--- src/sv/pte_ram.sv ---
// Generic single write port, single read port RAM with registered read.
module pte_ram #(
  parameter int WIDTH = 8,
  parameter int DEPTH = 16
) (
  input  logic                     clk_i,
  input  logic                     we_i,
  input  logic [$clog2(DEPTH)-1:0] waddr_i,
  input  logic [WIDTH-1:0]         wdata_i,
  input  logic                     re_i,
  input  logic [$clog2(DEPTH)-1:0] raddr_i,
  output logic [WIDTH-1:0]         rdata_o
);

  logic [WIDTH-1:0] mem_q [DEPTH];
  logic [WIDTH-1:0] rdata_q;

  // write and registered read
  always_ff @(posedge clk_i) begin
    if (we_i) begin
      mem_q[waddr_i] <= wdata_i;
    end
    if (re_i) begin
      rdata_q <= mem_q[raddr_i];
    end
  end

  assign rdata_o = rdata_q;

endmodule

--- config.mk ---
export PLATFORM = sky130hd
export DESIGN_NAME = pte_ram
export DESIGN_NICKNAME = d
export VERILOG_FILES = /design/src/sv/pte_ram.sv
export SDC_FILE = /design/constraint.sdc
export NUM_CORES = 1
export LEC_CHECK = 0
export BUFFER_PORTS_ARGS = -buffer_cell sky130_fd_sc_hd__buf_2
export CAP_MARGIN = 10
export CELL_PAD_IN_SITES_DETAIL_PLACEMENT = 2
export CELL_PAD_IN_SITES_GLOBAL_PLACEMENT = 2
export CORE_ASPECT_RATIO = 0.6
export CORE_MARGIN = 2
export CORE_UTILIZATION = 52
export DETAILED_ROUTE_END_ITERATION = 7
export HOLD_SLACK_MARGIN = 0.03
export PLACE_DENSITY = 0.81
export SLEW_MARGIN = 5
export SYNTH_ARGS = -nofsm -noshare
export SYNTH_HDL_FRONTEND = slang
export SYNTH_SLANG_ARGS = --single-unit
--- constraint.sdc ---
create_clock -name clk_i -period 6.05 [get_ports clk_i]
set_clock_uncertainty 0.05 [all_clocks]
set_input_delay 1.815 -clock clk_i [delete_from_list [all_inputs] [get_ports clk_i]]
set_output_delay 1.815 -clock clk_i [all_outputs]
set_load 0.02 [all_outputs]
==> impl_results.md, run 1 <==
* Status: aborted with a tool error
* Fail Step: detailed placement (3_5_place_dp)
* First Err: [ERROR DPL-0033] detailed placement checks failed during check placement.
* Io pins at 27
* Global placement routability congestion at about 0.7
* Mapped Cells at ~230
* Syn nets at ~250
* Seq/Total Area, Yosys at 0.7812
* Netlist Area Pre-Place at 5228 sq um
* Synth warn at 0
* Synthesized flop and latch total at approximately 140
* Starting Density at 0.5329
* Std cell rows at 28
* I/O Buffers at 26
* Post-synthesis cell type count at 18
* Die Span X at 133.4 um
* Avg Inst Size Synth at between 20 and 25 sq um
* Die H at 81.67 um
* Detailed Place HPWL at 8.329 mm
==> synthesized netlist by cell type <==
master	n	area (sq um)
nand3_1	1	5.000
buf_2	3	15.01
and2b_1	1	7.510
or3b_2	1	8.760
nor2b_1	1	6.260
nand2b_1	2	12.51
nor3_1	4	20.02
and2_1	1	6.260
nand3b_1	2	15.01
a22oi_1	16	120.1
nand2_1	9	33.78
mux4_1	14	367.9
buf_6	3	33.78
mux4_2	18	405.4
edfxtp_1	136	4084
nor2_1	13	48.80
buf_4	1	7.510
clkdlybuf4s25_2	3	30.03
==> kinds of logic after synthesis <==
family	count (synthesis)	share of synthesized area
buffers and inverters	10	0.01651
flip-flops	136	0.7812
AO/OA/AOI/OAI	16	0.02298
AND/OR/NAND/NOR	35	0.03136
multiplexers	32	0.1479
==> metrics by stage <==
step / hold WS, ps / setup slack [ps] / cell area (sq um) / std cells
after floorplan: 654.8 / 2692 / 5228 / 229
after global placement: 684.7 / 2018 / 5468 / 383
==> run 2, diff against run 1 <==
CELL_PAD_IN_SITES_DETAIL_PLACEMENT = default   (was 2)
CELL_PAD_IN_SITES_GLOBAL_PLACEMENT = default   (was 2)
CORE_ASPECT_RATIO = default   (was 0.6)
CORE_UTILIZATION = 40   (was 52)
HOLD_SLACK_MARGIN = default   (was 0.03)
PLACE_DENSITY = default   (was 0.81)
PLACE_DENSITY_LB_ADDON = 0.15   (was default)
==> impl_results.md, run 2 <==
* Status: finished clean
* Final nets at 288
* Std cell rows at 41
* Switch Pwr at 0.4167 mW
* Setup_tns at 0 ps
* Critical Path End: rdata_o[0]
* R2r setup slk at approximately 4500 ps
* WL per Instance at 22.97 um
* Most flop-heavy register: mem_q
* Most instantiated cells after synthesis: edfxtp_1 (136), mux4_2 (18), a22oi_1 (16)
* Post-route ant nets at 0
* Worst Setup Start Kind: primary input
* Iteration-0 DRC Markers at around 270
* Leak at 2.017 nW
* CTS Buf Count at 17
* Gr ovfl total at 0
* Avg Inst Size Synth at 22.83 sq um
* Slew Viols, Final at 0
* Synth warn at 0
* Layout cells sized above 1 at 0.2660
* Drt drc at 0
* Comb power frac at 0.046
* Post-CTS Hold Fix Bufs at 0
* Post-synthesis compound-gate area fraction at 0.02298
* Multiplexer share of the synthesized area at 0.1479
* Post-synthesis xor/xnor area fraction at 0
* Critical Path, Cell by Cell: buf_2 > buf_4 > mux4_1 > a22oi_1 > nand2_1
* Final hold viol count at 0
* # Max-Cap Violations at 0
* Synth async-reset ratio at 0
* Post-Synth Simple-Gate Area at 0.03135
* Critical Path RT at 6140 ps
* Clock power share at 0.457
* Tmin final at 3599 ps
* Total power at between 2 and 2.5 mW
* Worst-Margin Slew at 1134 ps
* Synth top area cells: edfxtp_1 (78%), mux4_2 (7.8%), mux4_1 (7.0%), a22oi_1 (2.3%), nor2_1 (0.93%)
* Post-CTS sizing at 0
* CTS tree: yes
* Syn-to-layout area delta at 16.66%
* Crit path from: raddr_i[0]
* Post-synthesis cell type count at 18
* Crit-path slowest cell: mux4_1
* Reg-to-reg startpoint: mem_q[5][0]
* RSZ-0062 raised after global routing: false
* H-tree levels at 4
* CTS Root Cell: clkbuf_16
* RR Endpoint: rdata_o[0]
* CP Max Fanout at 19
* CP endpoint kind: flip-flop
* Post-CTS Setup Bufs at 0
* Max rail drop VDD at roughly 0.00022 V
* Post-synth top area cell: edfxtp_1
* Top cell type's share of synthesized area at 0.7812
* Sequential group share of total power at 0.497
* Clk sinks at 136
* Register area at 4084 sq um
* Via Count at 2393
* Clock Latency Late Sink at 410 ps
* Post-Synth Adder-Cell Area at 0
* Antenna Cells at 0
* Worst slew margin at 0.2415
* Mapped Cells at about 230
* Die H at approximately 120 um
* Starting Density at 0.4126
* Die area at approximately 14000 sq um
* Seq/Total Area, Yosys at 0.7812
* Worst-path clk slew at 50 ps
* Post-synth EDFFs at 136
* CTS max path bufs at 2
* R2R cell count at 3
* Final WL at 10.43 mm
* Netlist Area Pre-Place at 5228 sq um
* Worst Path Arrival at 3690 ps
* Detailed Place HPWL at between 6 and 7 mm
* Most frequent cell after synthesis: edfxtp_1
* Part of the cycle the worst path needs at 0.5949
* Commonest cells after routing, fill and taps aside: edfxtp_1 (136), buf_2 (26), mux4_2 (18)
* Global placement routability congestion at between 0.7 and 0.8
* Switching share of total power at 0.1940
* Core box area at 12670 sq um
* Power Internal at 1.731 mW
* Synthesized flop and latch total at roughly 140
* Final setup vio count at 0
* Max Fclk at about 280 MHz
* DRT Pass-1 Iters at 4
* Pwr Density at 352.3 nW/um^2
* Die Span X at 118.3 um
* Syn nets at 248
* Largest family of logic cells by synthesized area: multiplexers
* Total track usage at 0.1604
* Min-delay worst type: reg2reg
* Fill count at between 1000 and 1500
* Largest net degree at the start of global routing at 33
* Initial antenna violation count at 0
* Io pins at 27
* First-pass GRT wire length at 15.35 mm
* Post-synth top flop: edfxtp_1
* Multi-input gate area at 1062 sq um
* Max incr delay on CP at 590 ps
* Max FFs per register at 128
* Vias in the first global route at 2412
* WS Path Type: in2reg
* I/O Buffers at 26
* Most common cell after layout, fill and taps aside: edfxtp_1
* Vias per cell at 5.271
run 2: power by group through the flow:
stage          Sequential, mW  Combinational, mW  Clock (mW)
2_1_floorplan            1.09             0.0536           0
3_3_place_gp             1.09             0.0998           0
3_5_place_dp             1.09              0.100           0
4_1_cts                  1.07              0.100        1.00
5_1_grt                  1.07              0.107        1.04
6_report                 1.07             0.0990       0.982
run 2: layer usage:
metal  wire, um  global-route usage  share of wire  vias to the layer above
met5          0                   0              0                        -
met3        605             0.04440          0.058                       18
met4        258             0.07455          0.025                        0
met2       4548              0.2182           0.44                       79
met1       5015              0.2387           0.48                     1236
li1           -                   -              -                     1060
run 2: worst min-delay path by stage:
stage	start	end	slack, ps	depth (start not counted)
5_1_grt	mem_q[14][1]	rdata_o[1]	730	3
6_report	mem_q[14][1]	rdata_o[1]	710	3
3_5_place_dp	mem_q[14][1]	rdata_o[1]	700	3
4_1_cts	mem_q[14][1]	rdata_o[1]	710	3
3_3_place_gp	mem_q[15][4]	rdata_o[4]	690	3
2_1_floorplan	mem_q[7][0]	rdata_o[0]	650	3
run 2: layout make-up:
type | count | area share
sequential | 136 | 0.6697
multi-input combinational | 83 | 0.1742
clock buffer | 17 | 0.06976
clock inverter | 15 | 0.02298
tap | 172 | 0.03529
timing repair buffer | 31 | 0.02811
run 2: stage by stage:
stage / util / hold slack, ps / setup WS, ps / std cells / cell area [sq um]
floorplan: - / 654.8 / 2692 / 229 / 5228
global placement: 0.4358 / 688.6 / 2024 / 421 / 5522
detailed placement: 0.4358 / 701.2 / 1995 / 421 / 5522
CTS: 0.4804 / 714.8 / 2436 / 453 / 6087
global route: 0.4813 / 729.8 / 2303 / 454 / 6098
finish: 0.4813 / 709.5 / 2451 / 454 / 6098
run 2: logic make-up (layout without fill, tap and decap cells):
group	Yosys count	after routing
multiplexers	32	32
buffers and inverters	10	63
AND/OR/NAND/NOR	35	35
AO/OA/AOI/OAI	16	16
flip-flops	136	136
run 2: worst max-delay path: cells and delay by family:
family                 cells  cell delay, ps
buffers and inverters      2             940
multiplexers               1             590
AO/OA/AOI/OAI              1             190
AND/OR/NAND/NOR            1             130
(Power assumes the default switching activity.)
