--- src/sv/pte_pkg.sv ---
// Shared types, constants and codes of the piece table edit engine.
package pte_pkg;

  localparam int MAX_PIECES  = 64;
  localparam int OFFSET_BITS = 32;
  localparam int IDX_W       = $clog2(MAX_PIECES);
  localparam int CNT_W       = $clog2(MAX_PIECES + 1);

  typedef logic [OFFSET_BITS-1:0] off_t;
  typedef logic [CNT_W-1:0]       cnt_t;

  typedef enum logic [2:0] {
    FN_INSERT  = 3'd0,
    FN_ERASE   = 3'd1,
    FN_REPLACE = 3'd2,
    FN_READ    = 3'd3,
    FN_ADOPT   = 3'd4
  } func_e;

  typedef enum logic [2:0] {
    ST_APPLIED   = 3'd0,
    ST_NOOP      = 3'd1,
    ST_CONFLICT  = 3'd2,
    ST_OVERFLOW  = 3'd3,
    ST_BAD_INDEX = 3'd4
  } status_e;

  typedef enum logic [3:0] {
    S_IDLE,
    S_PREP,
    S_CHECK,
    S_RD,
    S_END,
    S_LEFT,
    S_INS,
    S_RIGHT,
    S_TAIL,
    S_FLUSH,
    S_COMMIT,
    S_RDE,
    S_RDE2,
    S_DONE
  } state_e;

  typedef struct packed {
    logic src;
    off_t beg;
    off_t len;
  } piece_t;

  typedef struct packed {
    logic   vld;
    piece_t pc;
  } emit_t;

  typedef struct packed {
    logic             we;
    logic [IDX_W-1:0] addr;
    piece_t           data;
  } wr_t;

endpackage

--- src/sv/pte_merge.sv ---
// Compaction stage: drops empty pieces, merges contiguous ones, writes the new table.
module pte_merge import pte_pkg::*; (
  input  logic  clk_i,
  input  logic  rst_ni,
  input  logic  clr_i,
  input  emit_t emit_i,
  input  logic  flush_i,
  output wr_t   wr_o,
  output cnt_t  cnt_o,
  output logic  ovf_o
);

  logic   pend_v_q;
  piece_t pend_q;
  off_t   pend_end_q;
  cnt_t   cnt_q;
  logic   ovf_q;

  logic take, join_pc, push, room;

  // decide merge or push of the held piece
  assign take    = emit_i.vld && (emit_i.pc.len != '0);
  assign join_pc = pend_v_q && (pend_q.src == emit_i.pc.src) &&
                   (pend_end_q == emit_i.pc.beg);
  assign push    = pend_v_q && ((take && !join_pc) || flush_i);
  assign room    = cnt_q < CNT_W'(MAX_PIECES);

  assign wr_o.we   = push && room;
  assign wr_o.addr = cnt_q[IDX_W-1:0];
  assign wr_o.data = pend_q;
  assign cnt_o     = cnt_q;
  assign ovf_o     = ovf_q;

  // control: held flag, count, overflow
  always_ff @(posedge clk_i or negedge rst_ni) begin
    if (!rst_ni) begin
      pend_v_q <= 1'b0;
      cnt_q    <= '0;
      ovf_q    <= 1'b0;
    end else if (clr_i) begin
      pend_v_q <= 1'b0;
      cnt_q    <= '0;
      ovf_q    <= 1'b0;
    end else begin
      if (push) begin
        if (room) begin
          cnt_q <= cnt_q + 1'b1;
        end else begin
          ovf_q <= 1'b1;
        end
      end
      if (take) begin
        pend_v_q <= 1'b1;
      end else if (flush_i) begin
        pend_v_q <= 1'b0;
      end
    end
  end

  // held piece: extend or replace
  always_ff @(posedge clk_i) begin
    if (take) begin
      if (join_pc) begin
        pend_q.len <= pend_q.len + emit_i.pc.len;
        pend_end_q <= pend_end_q + emit_i.pc.len;
      end else begin
        pend_q     <= emit_i.pc;
        pend_end_q <= emit_i.pc.beg + emit_i.pc.len;
      end
    end
  end

  a_ovf_full: assert property (@(posedge clk_i) disable iff (!rst_ni)
    ovf_q |-> cnt_q == CNT_W'(MAX_PIECES))
    else $error("overflow flagged below full table");

  a_flush_empty: assert property (@(posedge clk_i) disable iff (!rst_ni)
    (flush_i && !clr_i) |=> !pend_v_q)
    else $error("held piece survives flush");

  a_write_room: assert property (@(posedge clk_i) disable iff (!rst_ni)
    wr_o.we |-> cnt_q < CNT_W'(MAX_PIECES))
    else $error("table write past last entry");

endmodule

--- config.mk ---
export PLATFORM = sky130hd
export DESIGN_NAME = pte_merge
export DESIGN_NICKNAME = d
export VERILOG_FILES = /design/src/sv/pte_pkg.sv /design/src/sv/pte_merge.sv
export SDC_FILE = /design/constraint.sdc
export NUM_CORES = 1
export LEC_CHECK = 0
export ABC_CLOCK_PERIOD_IN_PS = 4400
export CORE_ASPECT_RATIO = 1.2
export CORE_UTILIZATION = 46
export CTS_BUF_LIST = sky130_fd_sc_hd__clkbuf_8 sky130_fd_sc_hd__clkbuf_16
export DETAILED_ROUTE_END_ITERATION = 7
export DONT_BUFFER_PORTS = 1
export GPL_TIMING_DRIVEN = 0
export SLEW_MARGIN = 30
export SYNTH_ARGS = -nofsm -noshare
export SYNTH_HDL_FRONTEND = slang
export SYNTH_SLANG_ARGS = --single-unit
export TNS_END_PERCENT = 100
--- constraint.sdc ---
create_clock -name clk_i -period 4.4 [get_ports clk_i]
set_clock_uncertainty 0.1 [all_clocks]
set_input_delay 0.44 -clock clk_i [delete_from_list [all_inputs] [get_ports clk_i]]
set_output_delay 0.44 -clock clk_i [all_outputs]
set_load 0.01 [all_outputs]
==> summary.md, run 1 <==
| Metric | Value |
|---|---|
| Worst Path Required | 4.40 ns |
| Worst-Margin Slew | 0.883 ns |
| Crit path max-delay family | compound AO/OA/AOI/OAI gates |
| Vias in the first global route | 5472 |
| Maximum VDD drop | 161 µV |
| Longest Clk Path Bufs | 2 |
| Switching component of the power | 0.000844 W |
| Clock Tree Root | clkbuf_16 |
| Hold depth | 0 |
| Pins Over Slew Limit | 0 |
| Ys Warns | 0 |
| HPWL Detailed | 14.3 mm |
| Critical path type | reg -> reg |
| Clock buffer count from CTS | 9 |
| Clock share of power | 30.7% |
| Top FF cell, synth | edfxtp_1 |
| Stages on worst setup path | 8 |
| CP max FO | 10 |
| Library cells used by synthesis | 58 |
| Int Pwr | 0.00197 W |
| Area Overhead vs Synth | 9.04% |
| Power density over the cells | 357 mW/mm² |
| Slew headroom | 40.5% |
| Status | finished, final reports clean |
| Crit end category | flip-flop |
| Clk Latency, worst-skew pair | 0.36 ns |
| Total grt overflow | 0 |
| Footprint of the multi-input gates | 0.00381 mm² |
| EDFF count, synth | 97 |
| Max incr delay on CP | 0.77 ns |
| H-Tree Depth | 3 |
| Gate power share | 23.1% |
| 1st-iter DRT viols | 245 |
| Synthesized area | 0.00722 mm² |
| Filler cells | 1374 |
| Overall Global Routing Usage | 23.4% |
| Nets@finish | 864 |
| Commonest non-fill, non-tap cells in the layout | 97 x edfxtp_1, 68 x xnor2_1, 63 x ha_1 |
| Worst slack, placed | 0.911 ns |
| Leading cell type in the layout, fill and taps excluded | edfxtp_1 |
| Vias | 5498 |
| Post-cts sizing count | 0 |
| Rows | 49 |
| Min Hold Slack | 0.0677 ns |
| Core area | 0.0151 mm² |
| Clock sinks | 106 |
| Setup-failing EPs final | 0 |
| Fin. Hold Viols | 0 |
| Synth Instances | 715 |
| Fin util | 52.0% |
| Total power | 0.00282 W |
| Routability cong. | 0.940 |
| Switch share | 30.0% |
| Static leakage | 3.03 nW |
| Post-CTS Setup Bufs | 0 |
| Share of layout cells above drive strength 1 | 5.18% |
| Total of max-cap violations | 0 |
| DRC violations left | 0 |
| Port buffer count | 0 |
| Largest net degree at the start of global routing | 49 |
| Fmax | 293 MHz |
| DIE AREA | 0.0162 mm² |
| DR WL/cell | 19.5 µm |
| Seq/Total Area, Yosys | 43.4% |
| FF-to-FF path depth | 8 |
| DRT antenna net count | 0 |
| Drt via density | 5.86 |
| Initial DRT Pass Iterations | 5 |
| Die Y | 139 µm |
| Worst Path Buf+Inv | 2 |
| Slowest stage cell, crit path | a2111oi_1 |
| Crit start category | flip-flop |
| Routed Wire Length | 18.3 mm |
| Crit path cell chain | xnor2_1 -> nand2_1 -> a2111oi_1 -> nand3_1 -> clkbuf_1 -> clkbuf_1 -> nand2_1 -> o21ai_0 |
| Syn nets | 850 |
| Initial Util | 47.7% |
| Arrival time at the worst endpoint | 3.41 ns |
| Register area | 0.00314 mm² |
| CTS tree | yes |
| # IOs | 150 |
| Ys async rst share | 8.49% |
| Initial antenna violation count | 1 |
| Final period util | 77.7% |
| Worst Hold Class | in -> reg |
| Tmin final | 3.42 ns |
| Flop and latch count out of synthesis | 106 |
| Die X | 116 µm |
| Clock Pin Slew Worst Setup and Hold Paths | 0.08 ns |
| Avg Inst Size Synth | 10.1 µm² |
| First-pass GRT wire length | 28.7 mm |
| Sequential group share of total power | 46.2% |
| RSZ-0062 raised after global routing | false |
| Final setup margin | 0.983 ns |
routing by layer:
layer	up-vias	GRT usage, %	wire length, µm
li1	2668	-	-
met1	2600	29.9	7840
met2	196	37.7	8610
met3	34	4.36	1150
met4	0	11.2	671
met5	-	0	0
through the flow:
stage,instance area [µm²],TNS (ns),std cells
final,7880,0,939
after global routing,7880,0,938
after floorplan,7220,0,715
after CTS,7880,0,938
after detailed placement,7560,0,921
after global placement,7480,-4.13,919
state kept, by name, indices dropped and copies added (netlist names):
signal	count
pend_v_q	1
ovf_o	1
cnt_o	7
pend_end_q	32
wr_o	65
power groups by stage:
stage          logic (W)  clock network, W  registers, W
4_1_cts         0.000648          0.000881       0.00130
5_1_grt         0.000726          0.000920       0.00131
6_report        0.000651          0.000865       0.00130
2_1_floorplan   0.000514                 0       0.00131
3_5_place_dp    0.000640                 0       0.00132
3_3_place_gp    0.000617                 0       0.00132
cells in the mapped netlist (3+ instances only):
master    number  area share, %
xnor2_1       68            8.2
a21boi_0       3           0.31
nand4_1       18            1.6
a21o_1        16            1.7
or3_1          5           0.43
o31a_1         3           0.36
o21ai_0       60            4.2
nor3_1        13           0.90
nand2b_1       8           0.69
a21oi_1       50            3.5
nand3_1        8           0.55
and2_1         3           0.26
dfrtp_1        9            3.1
nor2b_1        5           0.43
a31oi_1        6           0.52
o211ai_2       3           0.52
xor2_1        22            2.7
o21a_1         7           0.73
a211oi_1      10            1.0
o211ai_1       4           0.42
buf_4          6           0.62
nor4_1        11           0.95
nand2_1       48            2.5
clkbuf_1      40            2.1
mux2_2         4           0.62
o41ai_1        3           0.36
edfxtp_1      97             40
inv_1         25            1.3
nor2_1        49            2.5
ha_1          63             11
o21bai_1       9           0.94
cell type report:
cell class | instances | share of cell area (%)
diodes | 1 | 0.0318
plain buffers | 48 | 2.57
clock buffers | 9 | 2.86
clock inverters | 7 | 1.03
inverters | 25 | 1.22
multi-input cells | 536 | 48.4
flip-flops and latches | 106 | 39.8
well taps | 204 | 3.24
repair buffers | 3 | 0.826
worst reg2reg max path, cell delays in order, from the launching register on:
cell and delay [ns]:
edfxtp_1 0.46, xnor2_1 0.20, nand2_1 0.08, a2111oi_1 0.77
nand3_1 0.53, clkbuf_1 0.41, clkbuf_1 0.36, nand2_1 0.15
o21ai_0 0.09
final timing paths:
kind                                  from  endpoint  slack [ns]
worst max-delay path              wr_o[64]  wr_o[13]        0.98
worst min-delay path            emit_i[56]  wr_o[56]        0.07
worst max register to register    wr_o[64]  wr_o[13]        0.98
worst min register to register       ovf_o     ovf_o        0.48
max in group asynchronous           rst_ni  pend_v_q        3.55
min in group asynchronous           rst_ni  cnt_o[4]        0.35
timing repair:
action                                  in CTS  in global routing
hold endpoints to repair                     9                  0
hold buffers                                 1                  0
endpoints found under the setup margin       0                  0
kinds of logic after synthesis:
kind of cell    after synthesis  synth area share (%)
compound gates              196                  17.2
fa+ha+maj                    65                  11.5
buf+inv                      73                  4.10
mux                           5                 0.762
flops                       106                  43.4
simple gates                180                  12.2
xor+xnor                     90                  10.9
No activity file was read; power rests on OpenSTA's default activity.
==> inputs of run 2 (changes only) <==
Settings changed: ABC_CLOCK_PERIOD_IN_PS 4400 to 3300.
Clock period 4.4 ns to 3.3 ns, I/O delays scaled along.
==> summary.md, run 2 (synthesis gave the netlist of run 1 again) <==
| Metric | Value |
|---|---|
| Final period util | 94.8% |
| Nets@finish | 900 |
| Clock buffer count from CTS | 9 |
| Drt via density | 5.72 |
| Clock Pin Slew Worst Setup and Hold Paths | 0.08 ns |
| Tmin final | 3.13 ns |
| CP max FO | 3 |
| Longest Clk Path Bufs | 2 |
| Vias in the first global route | 5687 |
| Fin util | 54.6% |
| Crit path max-delay family | compound AO/OA/AOI/OAI gates |
| Slowest stage cell, crit path | edfxtp_1 |
| Share of layout cells above drive strength 1 | 6.49% |
| Crit end category | flip-flop |
| Status | finished, final reports clean |
| Area after DPL | 0.00754 mm² |
| Area Overhead vs Synth | 14.4% |
| Max incr delay on CP | 0.49 ns |
| Fin. Hold Viols | 0 |
| Worst Hold Class | in -> reg |
| Maximum VDD drop | 219 µV |
| Routability cong. | 0.935 |
| Die X | 116 µm |
| Pins Over Slew Limit | 0 |
| Die Y | 139 µm |
| 1st-iter DRT viols | 318 |
| Crit path cell chain | ha_1 -> a211oi_1 -> o211ai_2 -> nand3_1 -> and3_4 -> o41a_1 -> o221a_1 -> or4b_1 -> o211ai_2 -> xor2_1 |
| # IOs | 150 |
| Worst-Margin Slew | 0.884 ns |
| Crit start category | flip-flop |
| DRC violations left | 0 |
| Setup-failing EPs final | 0 |
| Initial Util | 47.7% |
| Design Area, Final | 0.00826 mm² |
| Slew headroom | 40.4% |
| Total grt overflow | 0 |
| DRT antenna net count | 0 |
| Initial DRT Pass Iterations | 6 |
| Arrival time at the worst endpoint | 3.14 ns |
| Power density over the cells | 446 mW/mm² |
| DR WL/cell | 19.1 µm |
| RSZ-0062 raised after global routing | false |
| CTS tree | yes |
| Total of max-cap violations | 0 |
| Initial antenna violation count | 1 |
| Most frequent CP cell | o211ai_2 |
| Clock sinks | 106 |
| Worst Path Buf+Inv | 0 |
| Routed Wire Length | 18.6 mm |
| Port buffer count | 0 |
| First-pass GRT wire length | 29.2 mm |
| DIE AREA | 0.0162 mm² |
| Leading cell type in the layout, fill and taps excluded | edfxtp_1 |
| Static leakage | 3.16 nW |
| Clock Tree Root | clkbuf_16 |
| Vias | 5578 |
| Commonest non-fill, non-tap cells in the layout | 97 x edfxtp_1, 68 x xnor2_1, 59 x ha_1 |
| HPWL Detailed | 14.2 mm |
| Largest net degree at the start of global routing | 34 |
| Clk Latency, worst-skew pair | 0.36 ns |
| Overall Global Routing Usage | 23.7% |
| H-Tree Depth | 3 |
| Rows | 49 |
| Filler cells | 1350 |
| Core area | 0.0151 mm² |
| Max reg flops | 65 |
| Critical path type | reg -> reg |
| Fmax | 320 MHz |
| Worst Path Required | 3.31 ns |
run 2: path summary, 6_finish.rpt:
check	cells after the start	slack (ns)	to	startpoint
worst max-delay path	10	0.17	wr_o[31]	wr_o[1]
worst min-delay path	2	0.06	wr_o[3]	emit_i[3]
worst max register to register	10	0.17	wr_o[31]	wr_o[1]
worst min register to register	2	0.47	ovf_o	ovf_o
max in group asynchronous	1	2.53	cnt_o[2]	rst_ni
min in group asynchronous	1	0.26	cnt_o[3]	rst_ni
run 2: per-stage QoR:
step | hold WS (ns) | instances | power, W | setup TNS (ns) | setup slack [ns]
after floorplan | -0.0656 | 715 | 0.00243 | 0 | 0.0707
after global placement | -0.0653 | 919 | 0.00259 | -16.92 | -0.753
after detailed placement | -0.0653 | 921 | 0.00261 | -3.05 | -0.194
after CTS | 0.0473 | 972 | 0.00368 | 0 | 0.0206
after global routing | 0.0586 | 974 | 0.00388 | 0 | 0.00746
final | 0.0552 | 975 | 0.00369 | 0 | 0.173
run 2: final cells by class:
type,instances,area [µm²],area share [%]
Multi-Input combinational cell,536,3900,47.2
Sequential cell,106,3140,38.0
Timing Repair Buffer,39,398,4.82
Tap cell,204,255,3.09
Clock buffer,9,225,2.73
Buffer,48,203,2.45
Inverter,25,96.3,1.17
Clock inverter,7,45.0,0.545
Antenna cell,1,2.50,0.0303
run 2: power breakdown:
part | internal (W) | switching, W | leakage (nW) | total (W)
combinational | 0.000431 | 0.000490 | 1.95 | 0.000921
clock | 0.000512 | 0.000519 | 0.133 | 0.00103
sequential | 0.00163 | 0.000100 | 1.07 | 0.00173
total | 0.00258 | 0.00111 | 3.16 | 0.00369
run 2: per-layer routing:
layer	routed length, µm	GRT usage (%)
met4	411	9.92
met5	0	0
met3	937	4.18
met1	8210	30.0
met2	9080	39.3
run 2: timing repair:
action / 4_1_cts / 5_1_grt
pin swaps: 1 / 3
gates resized for setup: 2 / 15
hold buffers: 34 / 0
hold endpoints to repair: 42 / 0
buffers inserted: 1 / 2
setup endpoints to repair: 20 / 20
==> inputs of run 3 (changes only) <==
Settings changed: REMOVE_ABC_BUFFERS set to 1.
==> summary.md, run 3 (synthesis gave the netlist of run 1 again) <==
| Metric | Value |
|---|---|
| HP Start | flush_i |
| Power density over the cells | 458 mW/mm² |
| Initial antenna violation count | 0 |
| Status | finished, final reports clean |
| HPWL Detailed | 13.9 mm |
| Crit start category | flip-flop |
| Fin. Hold Viols | 0 |
| Leading cell type in the layout, fill and taps excluded | edfxtp_1 |
| Sequential group share of total power | 46.5% |
| Clock Pin Slew Worst Setup and Hold Paths | 0.08 ns |
| Worst Path Buf+Inv | 0 |
| Worst hold path endpoint | pend_v_q |
| Nets@finish | 856 |
| Slew headroom | 47.4% |
| Die Y | 139 µm |
| Longest Clk Path Bufs | 2 |
| Die X | 116 µm |
| First-pass GRT wire length | 28.8 mm |
| Switching component of the power | 0.00111 W |
| Total grt overflow | 0 |
| Pins Over Slew Limit | 0 |
| Static leakage | 3.12 nW |
| Largest net degree at the start of global routing | 34 |
| FF-to-FF path depth | 10 |
| Crit path cell chain | ha_4 -> o211ai_2 -> o211ai_2 -> nand3_2 -> and3_4 -> o41a_1 -> o221a_1 -> or4b_1 -> o211ai_2 -> xor2_1 |
| Total of max-cap violations | 0 |
| Switch share | 29.8% |
| Crit end category | flip-flop |
| Clock sinks | 106 |
| Core area | 0.0151 mm² |
| Vias | 5430 |
| Clock Tree Root | clkbuf_16 |
| Reg2reg end | wr_o[31] |
| R2r setup slk | 0.07 ns |
| Diodes inserted | 0 |
| H-Tree Depth | 3 |
| Setup-failing EPs final | 0 |
| Arrival time at the worst endpoint | 3.23 ns |
| Rows | 49 |
| Design Area, Final | 0.00816 mm² |
| Fmax | 310 MHz |
| Wire length on met3 | 1.34 mm |
| Overall Global Routing Usage | 23.4% |
| Final period util | 97.9% |
| DRC violations left | 0 |
| Hold depth | 2 |
| Max reg flops | 65 |
| CP max FO | 4 |
| Area Overhead vs Synth | 12.9% |
| Vias in the first global route | 5501 |
| DRT antenna net count | 0 |
| Commonest non-fill, non-tap cells in the layout | 97 x edfxtp_1, 68 x xnor2_1, 58 x o21ai_0, 58 x ha_1, 50 x a21oi_1 |
| DIE AREA | 0.0162 mm² |
| Top Layer Used | met4 |
| Stages on worst setup path | 10 |
| Met1 Routed Length | 7.80 mm |
| Drt via density | 5.84 |
| Routed Wire Length | 18.5 mm |
| DR WL/cell | 19.9 µm |
| Routability cong. | 0.901 |
| Worst slack, placed | -0.263 ns |
| Share of layout cells above drive strength 1 | 7.02% |
| Initial DRT Pass Iterations | 5 |
| Gate power share | 24.6% |
| Slowest stage cell, crit path | or4b_1 |
| Critical path type | reg -> reg |
| CTS tree | yes |
| Clock buffer count from CTS | 9 |
| Filler cells | 1335 |
| Clock share of power | 28.9% |
| Maximum VDD drop | 224 µV |
| 1st-iter DRT viols | 294 |
| Max incr delay on CP | 0.49 ns |
| Worst Path Required | 3.30 ns |
| Most frequent CP cell | o211ai_2 |
| Worst Hold Class | in -> reg |
| Final setup margin | 0.0708 ns |
| # IOs | 150 |
| RSZ-0062 raised after global routing | true |
| Initial Util | 47.7% |
| Int Pwr | 0.00262 W |
| Area after DPL | 0.00740 mm² |
| Tmin final | 3.23 ns |
| Clk Latency, worst-skew pair | 0.36 ns |
| Total power | 0.00373 W |
| Port buffer count | 0 |
| Crit path max-delay family | compound AO/OA/AOI/OAI gates |
| Worst-Margin Slew | 0.780 ns |
| Reg2Reg Launch Point | wr_o[4] |
| Wire length on met2 | 8.85 mm |
==> run 3: layer usage <==
layer	vias to the layer above	global-route usage, %
li1	2642	-
met1	2562	29.4
met2	188	38.1
met3	38	4.92
met4	0	10.9
met5	-	0
==> run 3: how the worst max path moves through the flow <==
stage                     endpoint  slack (ns)           start
after global routing      wr_o[31]       -0.03         wr_o[4]
after detailed placement  wr_o[28]       -0.26         wr_o[0]
after CTS                 wr_o[71]        0.02        wr_o[64]
after global placement    cnt_o[3]       -2.42  pend_end_q[22]
after floorplan           cnt_o[3]       -0.74  pend_end_q[15]
final                     wr_o[31]        0.07         wr_o[4]
==> run 3: layout make-up <==
| class | instances | area, µm² | share of cell area [%] |
|---|---|---|---|
| Timing Repair Buffer | 43 | 470 | 5.77 |
| Sequential cell | 106 | 3140 | 38.5 |
| Inverter | 25 | 96.3 | 1.18 |
| Clock inverter | 6 | 37.5 | 0.460 |
| Multi-Input combinational cell | 536 | 3910 | 47.9 |
| Tap cell | 204 | 255 | 3.13 |
| Clock buffer | 10 | 250 | 3.07 |
==> run 3: per-stage QoR <==
step           util, %  setup TNS, ns  instances  hold WS (ns)
6_report          53.9              0        930        0.0491
5_1_grt           53.9        -0.0334        930        0.0465
4_1_cts           53.4              0        928        0.0436
3_5_place_dp      48.9         -0.752        875       -0.0654
3_3_place_gp      48.1         -97.22        871       -0.0654
2_1_floorplan        -          -4.26        667       -0.0656
==> run 3: power by group through the flow <==
stage	sequential [W]	combinational (W)	clock, W
final	0.00174	0.000918	0.00108
after global routing	0.00175	0.00102	0.00115
after CTS	0.00174	0.000897	0.00109
after detailed placement	0.00177	0.000836	0
after global placement	0.00177	0.000808	0
after floorplan	0.00175	0.000668	0
==> run 3: timing repair <==
action,4_1_cts,5_1_grt
setup buffers,2,2
endpoints found under the setup margin,10,9
hold endpoints to repair,51,0
hold buffers,35,0
pin swaps,2,5
gates resized for setup,6,10
